--- config.mk ---
export PLATFORM = sky130hd
export DESIGN_NAME = lkv_ctrl
export DESIGN_NICKNAME = d
export VERILOG_FILES = /design/src/rtl/lkv_pkg.sv /design/src/rtl/lkv_ctrl.sv
export SDC_FILE = /design/constraint.sdc
export NUM_CORES = 1
export LEC_CHECK = 0
export BUFFER_PORTS_ARGS = -buffer_cell sky130_fd_sc_hd__buf_2
export CAP_MARGIN = 0
export CORE_AREA = 4 4 41 43
export DETAILED_ROUTE_END_ITERATION = 10
export DIE_AREA = 0 0 45 47
export GPL_TIMING_DRIVEN = 0
export PLACE_DENSITY = 0.73
export SETUP_SLACK_MARGIN = 0.15
export SLEW_MARGIN = 0
export SYNTH_ARGS = -nofsm -noshare
export SYNTH_HDL_FRONTEND = slang
export SYNTH_SLANG_ARGS = --single-unit
--- constraint.sdc ---
create_clock -name clk -period 2.34 [get_ports clk]
set_clock_uncertainty 0.05 [all_clocks]
set_input_delay 0.468 -clock clk [delete_from_list [all_inputs] [get_ports clk]]
set_output_delay 0.468 -clock clk [all_outputs]
set_load 0.02 [all_outputs]
--- src/rtl/lkv_pkg.sv ---
// Shared types and constants for the size-aware LRU key-value cache.
package lkv_pkg;

  localparam int SIZE_BITS = 20;
  localparam logic [29:0] NS_PER_SEC = 30'd1000000000;
  localparam logic [31:0] MAX_BYTES_RST = 32'd1048576;

  localparam logic [1:0] OP_GET    = 2'd0;
  localparam logic [1:0] OP_PUT    = 2'd1;
  localparam logic [1:0] OP_REMOVE = 2'd2;
  localparam logic [1:0] OP_CLEAR  = 2'd3;

  localparam logic [1:0] ST_OK     = 2'd0;
  localparam logic [1:0] ST_MISS   = 2'd1;
  localparam logic [1:0] ST_ABSENT = 2'd2;

  localparam logic [2:0] SW_FIND   = 3'd0;
  localparam logic [2:0] SW_TOUCH  = 3'd1;
  localparam logic [2:0] SW_EVICT  = 3'd2;
  localparam logic [2:0] SW_DROP   = 3'd3;
  localparam logic [2:0] SW_INSERT = 3'd4;

  typedef struct packed {
    logic [1:0]  opcode;
    logic [63:0] key;
    logic [63:0] value_handle;
    logic [19:0] val_bytes;
    logic [31:0] life_secs;
    logic [63:0] now_ns;
  } lkv_in_t;

  typedef struct packed {
    logic [1:0]  status;
    logic [63:0] value_out;
    logic [19:0] size_out;
    logic [31:0] hit_total;
    logic [31:0] miss_total;
    logic [31:0] evict_total;
    logic [6:0]  entries_used;
    logic [25:0] bytes_used;
  } lkv_out_t;

  typedef struct packed {
    logic       latch;
    logic       sweep_go;
    logic [2:0] sweep_mode;
    logic       drop_go;
    logic       write_go;
    logic       clear_go;
    logic       hit_inc;
    logic       miss_inc;
    logic       emit;
  } lkv_cmd_t;

  typedef struct packed {
    logic [1:0] op;
    logic       sweep_done;
    logic       found;
    logic       hit_ok;
    logic       over_cap;
    logic       cnt_zero;
    logic       full;
  } lkv_stat_t;

endpackage

--- src/rtl/lkv_ctrl.sv ---
// Sequencer that steps each command through its search, eviction and update sweeps.
module lkv_ctrl (
  input  logic              clk,
  input  logic              rst_n,
  input  logic              start,
  output logic              busy,
  input  lkv_pkg::lkv_stat_t stat,
  output lkv_pkg::lkv_cmd_t  cmd
);
  import lkv_pkg::*;

  localparam logic [3:0] S_IDLE   = 4'd0;
  localparam logic [3:0] S_DISP   = 4'd1;
  localparam logic [3:0] S_GFIND  = 4'd2;
  localparam logic [3:0] S_GTOUCH = 4'd3;
  localparam logic [3:0] S_PCHK   = 4'd4;
  localparam logic [3:0] S_PEVICT = 4'd5;
  localparam logic [3:0] S_PFIND  = 4'd6;
  localparam logic [3:0] S_PFULL  = 4'd7;
  localparam logic [3:0] S_PTOUCH = 4'd8;
  localparam logic [3:0] S_PINS   = 4'd9;
  localparam logic [3:0] S_RFIND  = 4'd10;
  localparam logic [3:0] S_RDROP  = 4'd11;
  localparam logic [3:0] S_EMIT   = 4'd12;

  logic [3:0] state_r, state_nxt;

  always_ff @(posedge clk) begin
    if (!rst_n) begin
      state_r <= S_IDLE;
    end else begin
      state_r <= state_nxt;
    end
  end

  assign busy = (state_r != S_IDLE);

  always_comb begin
    state_nxt = state_r;
    cmd = '0;
    unique case (state_r)
      S_IDLE: begin
        if (start) begin
          cmd.latch = 1'b1;
          state_nxt = S_DISP;
        end
      end
      S_DISP: begin
        unique case (stat.op)
          OP_GET: begin
            cmd.sweep_go = 1'b1;
            cmd.sweep_mode = SW_FIND;
            state_nxt = S_GFIND;
          end
          OP_PUT: state_nxt = S_PCHK;
          OP_REMOVE: begin
            cmd.sweep_go = 1'b1;
            cmd.sweep_mode = SW_FIND;
            state_nxt = S_RFIND;
          end
          default: begin
            cmd.clear_go = 1'b1;
            state_nxt = S_EMIT;
          end
        endcase
      end
      S_GFIND: begin
        if (stat.sweep_done) begin
          if (stat.hit_ok) begin
            cmd.sweep_go = 1'b1;
            cmd.sweep_mode = SW_TOUCH;
            state_nxt = S_GTOUCH;
          end else begin
            cmd.miss_inc = 1'b1;
            state_nxt = S_EMIT;
          end
        end
      end
      S_GTOUCH: begin
        if (stat.sweep_done) begin
          cmd.hit_inc = 1'b1;
          state_nxt = S_EMIT;
        end
      end
      S_PCHK: begin
        cmd.sweep_go = 1'b1;
        if (stat.over_cap && !stat.cnt_zero) begin
          cmd.sweep_mode = SW_EVICT;
          state_nxt = S_PEVICT;
        end else begin
          cmd.sweep_mode = SW_FIND;
          state_nxt = S_PFIND;
        end
      end
      S_PEVICT: begin
        if (stat.sweep_done) begin
          state_nxt = S_PCHK;
        end
      end
      S_PFIND: begin
        if (stat.sweep_done) begin
          cmd.sweep_go = 1'b1;
          if (stat.found) begin
            cmd.sweep_mode = SW_TOUCH;
            state_nxt = S_PTOUCH;
          end else if (stat.full) begin
            cmd.sweep_mode = SW_EVICT;
            state_nxt = S_PFULL;
          end else begin
            cmd.sweep_mode = SW_INSERT;
            state_nxt = S_PINS;
          end
        end
      end
      S_PFULL: begin
        if (stat.sweep_done) begin
          cmd.sweep_go = 1'b1;
          cmd.sweep_mode = SW_INSERT;
          state_nxt = S_PINS;
        end
      end
      S_PTOUCH, S_PINS: begin
        if (stat.sweep_done) begin
          cmd.write_go = 1'b1;
          state_nxt = S_EMIT;
        end
      end
      S_RFIND: begin
        if (stat.sweep_done) begin
          if (stat.found) begin
            cmd.drop_go = 1'b1;
            cmd.sweep_go = 1'b1;
            cmd.sweep_mode = SW_DROP;
            state_nxt = S_RDROP;
          end else begin
            state_nxt = S_EMIT;
          end
        end
      end
      S_RDROP: begin
        if (stat.sweep_done) begin
          state_nxt = S_EMIT;
        end
      end
      S_EMIT: begin
        cmd.emit = 1'b1;
        state_nxt = S_IDLE;
      end
      default: state_nxt = S_IDLE;
    endcase
  end

endmodule

==> summary.md <==
| Metric | Value |
|---|---|
| Startpoint type of the worst setup path | `flip-flop` |
| Final hold violations | `0` |
| Max FFs per register | `4` |
| WP depth | `6` |
| Crit path capture type | `output port` |
| Worst endpoint required time | `1.82 ns` |
| Cells along the critical path | `buf_4 > buf_4 > o32ai_1 > a21oi_1 > o21bai_1 > buf_2` |
| Total GRT Usage | `16.5%` |
| Initial Util | `44.4%` |
| First-pass GRT wire length | `2.62 mm` |
| Pins over their slew limit | `0` |
| First DRT Iteration DRCs | `25` |
| Via density | `5.63` |
| DPL Wire Length | `1.23 mm` |
| Die area | `2120 sq um` |
| Initial DRT Pass Iterations | `4` |
| Worst r2r path cells | `5` |
| Avg Cell Area, Syn | `6.96 sq um` |
| Routed via count | `692` |
| Clock-pin slew on the worst setup and hold paths | `0.04 ns` |
| CP Data Arrival Time | `1.57 ns` |
| Grt total ovfl | `0` |
| P_leak | `0.329 nW` |
| Fillers | `132` |
| Fin crit share | `89.2%` |
| Final setup viols | `0` |
| Antenna diodes | `0` |
| CTS Buf Count | `3` |
| Top delay family on crit path | `buffers and inverters` |
| H-tree levels | `1` |
| Drt wl/cell | `13.4 um` |
| Number of port buffers | `22` |
| Setup TNS | `0 ns` |
| Worst slew margin | `79.0%` |
| Num Clock Sinks | `4` |
| Placement Cell Area | `713 sq um` |
| Post-route ant nets | `0` |
| Mapped Cells | `83` |
| Crit path time final | `2.09 ns` |
| Clk_lat worst skew | `0.23 ns` |
| Unique masters post-synth | `38` |
| CTS Root Cell | `clkbuf_4` |
| Critical path peak fanout | `10` |
| Slew @ Worst Pin | `0.314 ns` |
| Internal reg-to-reg setup slack | `0.95 ns` |
| Num ports | `23` |
| Core Region | `1300 sq um` |
| Longest Clk Path Bufs | `2` |
| Setup WS pre-CTS | `0.465 ns` |
| HP Class | `input pin to flip-flop` |
| R2r startpoint | `state_r[2]$_SDFFE_PN0P_` |
| Area grow syn2layout | `28.8%` |
| Max Cap Viol | `0` |
| Synth warn | `0` |
| Seq cells post-synth | `4` |
| FF-to-FF End | `state_r[1]$_SDFFE_PN0P_` |
| Top_reg_cell synth | `dfxtp_1` |
| Setup CP Type | `flip-flop to output port` |
| NumNets Final | `121` |
| Worst Path Buf+Inv | `3` |
| RSZ-0062 raised after global routing | `no` |
| Rows | `13` |
| DR DRC count | `0` |
| Most frequent CP cell | `buf_4` |
| Final WS setup | `0.253 ns` |
| Most flop-heavy register | `state_r` |
| Biggest regs | `state_r (4)` |
| Seq/Total Area, Yosys | `13.9%` |
| Asr flop ratio synth | `0%` |
| CTS tree | `yes` |
| Initial antenna violation count | `0` |
| Synthesized Nets | `94` |
| Die Width | `45 um` |
| Largest vdd supply drop | `701 uV` |
| Cell area after layout | `744 sq um` |
| Routed WL | `1.65 mm` |
| Worst setup endpoint | `cmd[9]` |
| Slowest cell on crit path | `dfxtp_1` |
| Pwr per Cell Area | `1060 nW/um^2` |
| EDFF count, synth | `0` |
| Power Total | `788 uW` |
| Worst Setup SP | `state_r[2]$_SDFFE_PN0P_` |
| Die height | `47 um` |
| Number of global-route vias before repair | `586` |
| GP Congestion | `0.835` |
| Largest net degree at the start of global routing | `11` |
| Max Fclk | `479 MHz` |
| Status | `finished clean` |
| Crit-path max cell delay | `0.33 ns` |
| Layout cell share with drive strength beyond 1 | `38.0%` |
| Synthesized area | `578 sq um` |
kinds of logic after synthesis:
| family | Yosys count | synth area share, % |
|---|---|---|
| simple gates | 40 | 37.0 |
| mux | 1 | 1.73 |
| buf+inv | 9 | 9.52 |
| compound gates | 29 | 37.9 |
| flops | 4 | 13.9 |
timing repair:
action / in CTS / in global routing
resized for setup: 0 / 2
hold buffers: 0 / 0
setup endpoints to repair: 0 / 1
buffers inserted: 0 / 0
worst register-to-register path, cell delays in order (launching register included):
cell       delay, ns
dfxtp_1         0.37
buf_4           0.20
buf_4           0.20
a31oi_1         0.09
o32ai_1         0.26
o2bb2ai_1       0.14
Yosys cell counts, types with 2 or more instances:
| cell type | number | area (sq um) |
|---|---|---|
| and3_1 | 2 | 12.5 |
| inv_1 | 3 | 11.3 |
| nor4_1 | 2 | 12.5 |
| o22ai_1 | 2 | 12.5 |
| nor2b_1 | 4 | 25.0 |
| nor2_1 | 9 | 33.8 |
| buf_4 | 3 | 22.5 |
| nor3_1 | 2 | 10.0 |
| nand2b_1 | 5 | 31.3 |
| o32ai_1 | 2 | 17.5 |
| buf_2 | 2 | 10.0 |
| a211oi_1 | 4 | 30.0 |
| nand2_1 | 9 | 33.8 |
| a21oi_1 | 6 | 30.0 |
| o21ai_0 | 2 | 10.0 |
| dfxtp_1 | 4 | 80.1 |
layout make-up:
class	count	area (sq um)	area share, %
buffer	6	43.8	5.88
clock buffer	3	22.5	3.03
inverter	3	11.3	1.51
multi-input combinational	70	458	61.5
sequential	4	80.1	10.8
tap	15	18.8	2.52
timing repair buffer	22	110	14.8
stage by stage:
step	std cells	hold WS, ns	utilization, %
2_1_floorplan	83	0.535	-
3_3_place_gp	120	0.680	54.8
3_5_place_dp	120	0.680	54.8
4_1_cts	123	0.442	56.5
5_1_grt	123	0.448	57.2
6_report	123	0.451	57.2
where the power goes:
group,internal (mW),leakage (nW),switching (mW)
Sequential,0.0930,0.0329,0.0297
Combinational,0.234,0.283,0.350
Clock,0.0571,0.0138,0.0250
how the worst min path moves through the flow:
stage	start	endpoint	slack, ns	depth (start not counted)
after floorplan	rst_n	state_r[1]$_SDFFE_PN0P_	0.53	1
after global placement	rst_n	state_r[1]$_SDFFE_PN0P_	0.68	2
after detailed placement	state_r[1]$_SDFFE_PN0P_	state_r[1]$_SDFFE_PN0P_	0.68	3
after CTS	rst_n	state_r[1]$_SDFFE_PN0P_	0.44	2
after global routing	rst_n	state_r[1]$_SDFFE_PN0P_	0.45	2
final	rst_n	state_r[1]$_SDFFE_PN0P_	0.45	2
cells in the final DEF (no fill, tap or decap), drive strengths merged, types with 2 or more instances in the layout:
cell / n
buf: 28
nor2: 10
nand2: 9
a21oi: 7
nand2b: 5
nor2b: 4
a211oi: 4
dfxtp: 4
inv: 3
clkbuf: 3
o21ai: 3
o32ai: 2
nor3: 2
and3: 2
o22ai: 2
nor4: 2
o32a: 2
per-layer routing:
metal  global-route usage [%]  share of wire [%]  up-vias
met4                     1.17                  0        0
met3                     4.60                8.4        0
li1                         -                  -      363
met2                     26.0                 44       33
met5                        0                  0        -
met1                     23.5                 48      296
No activity file was read; power rests on OpenSTA's default activity.
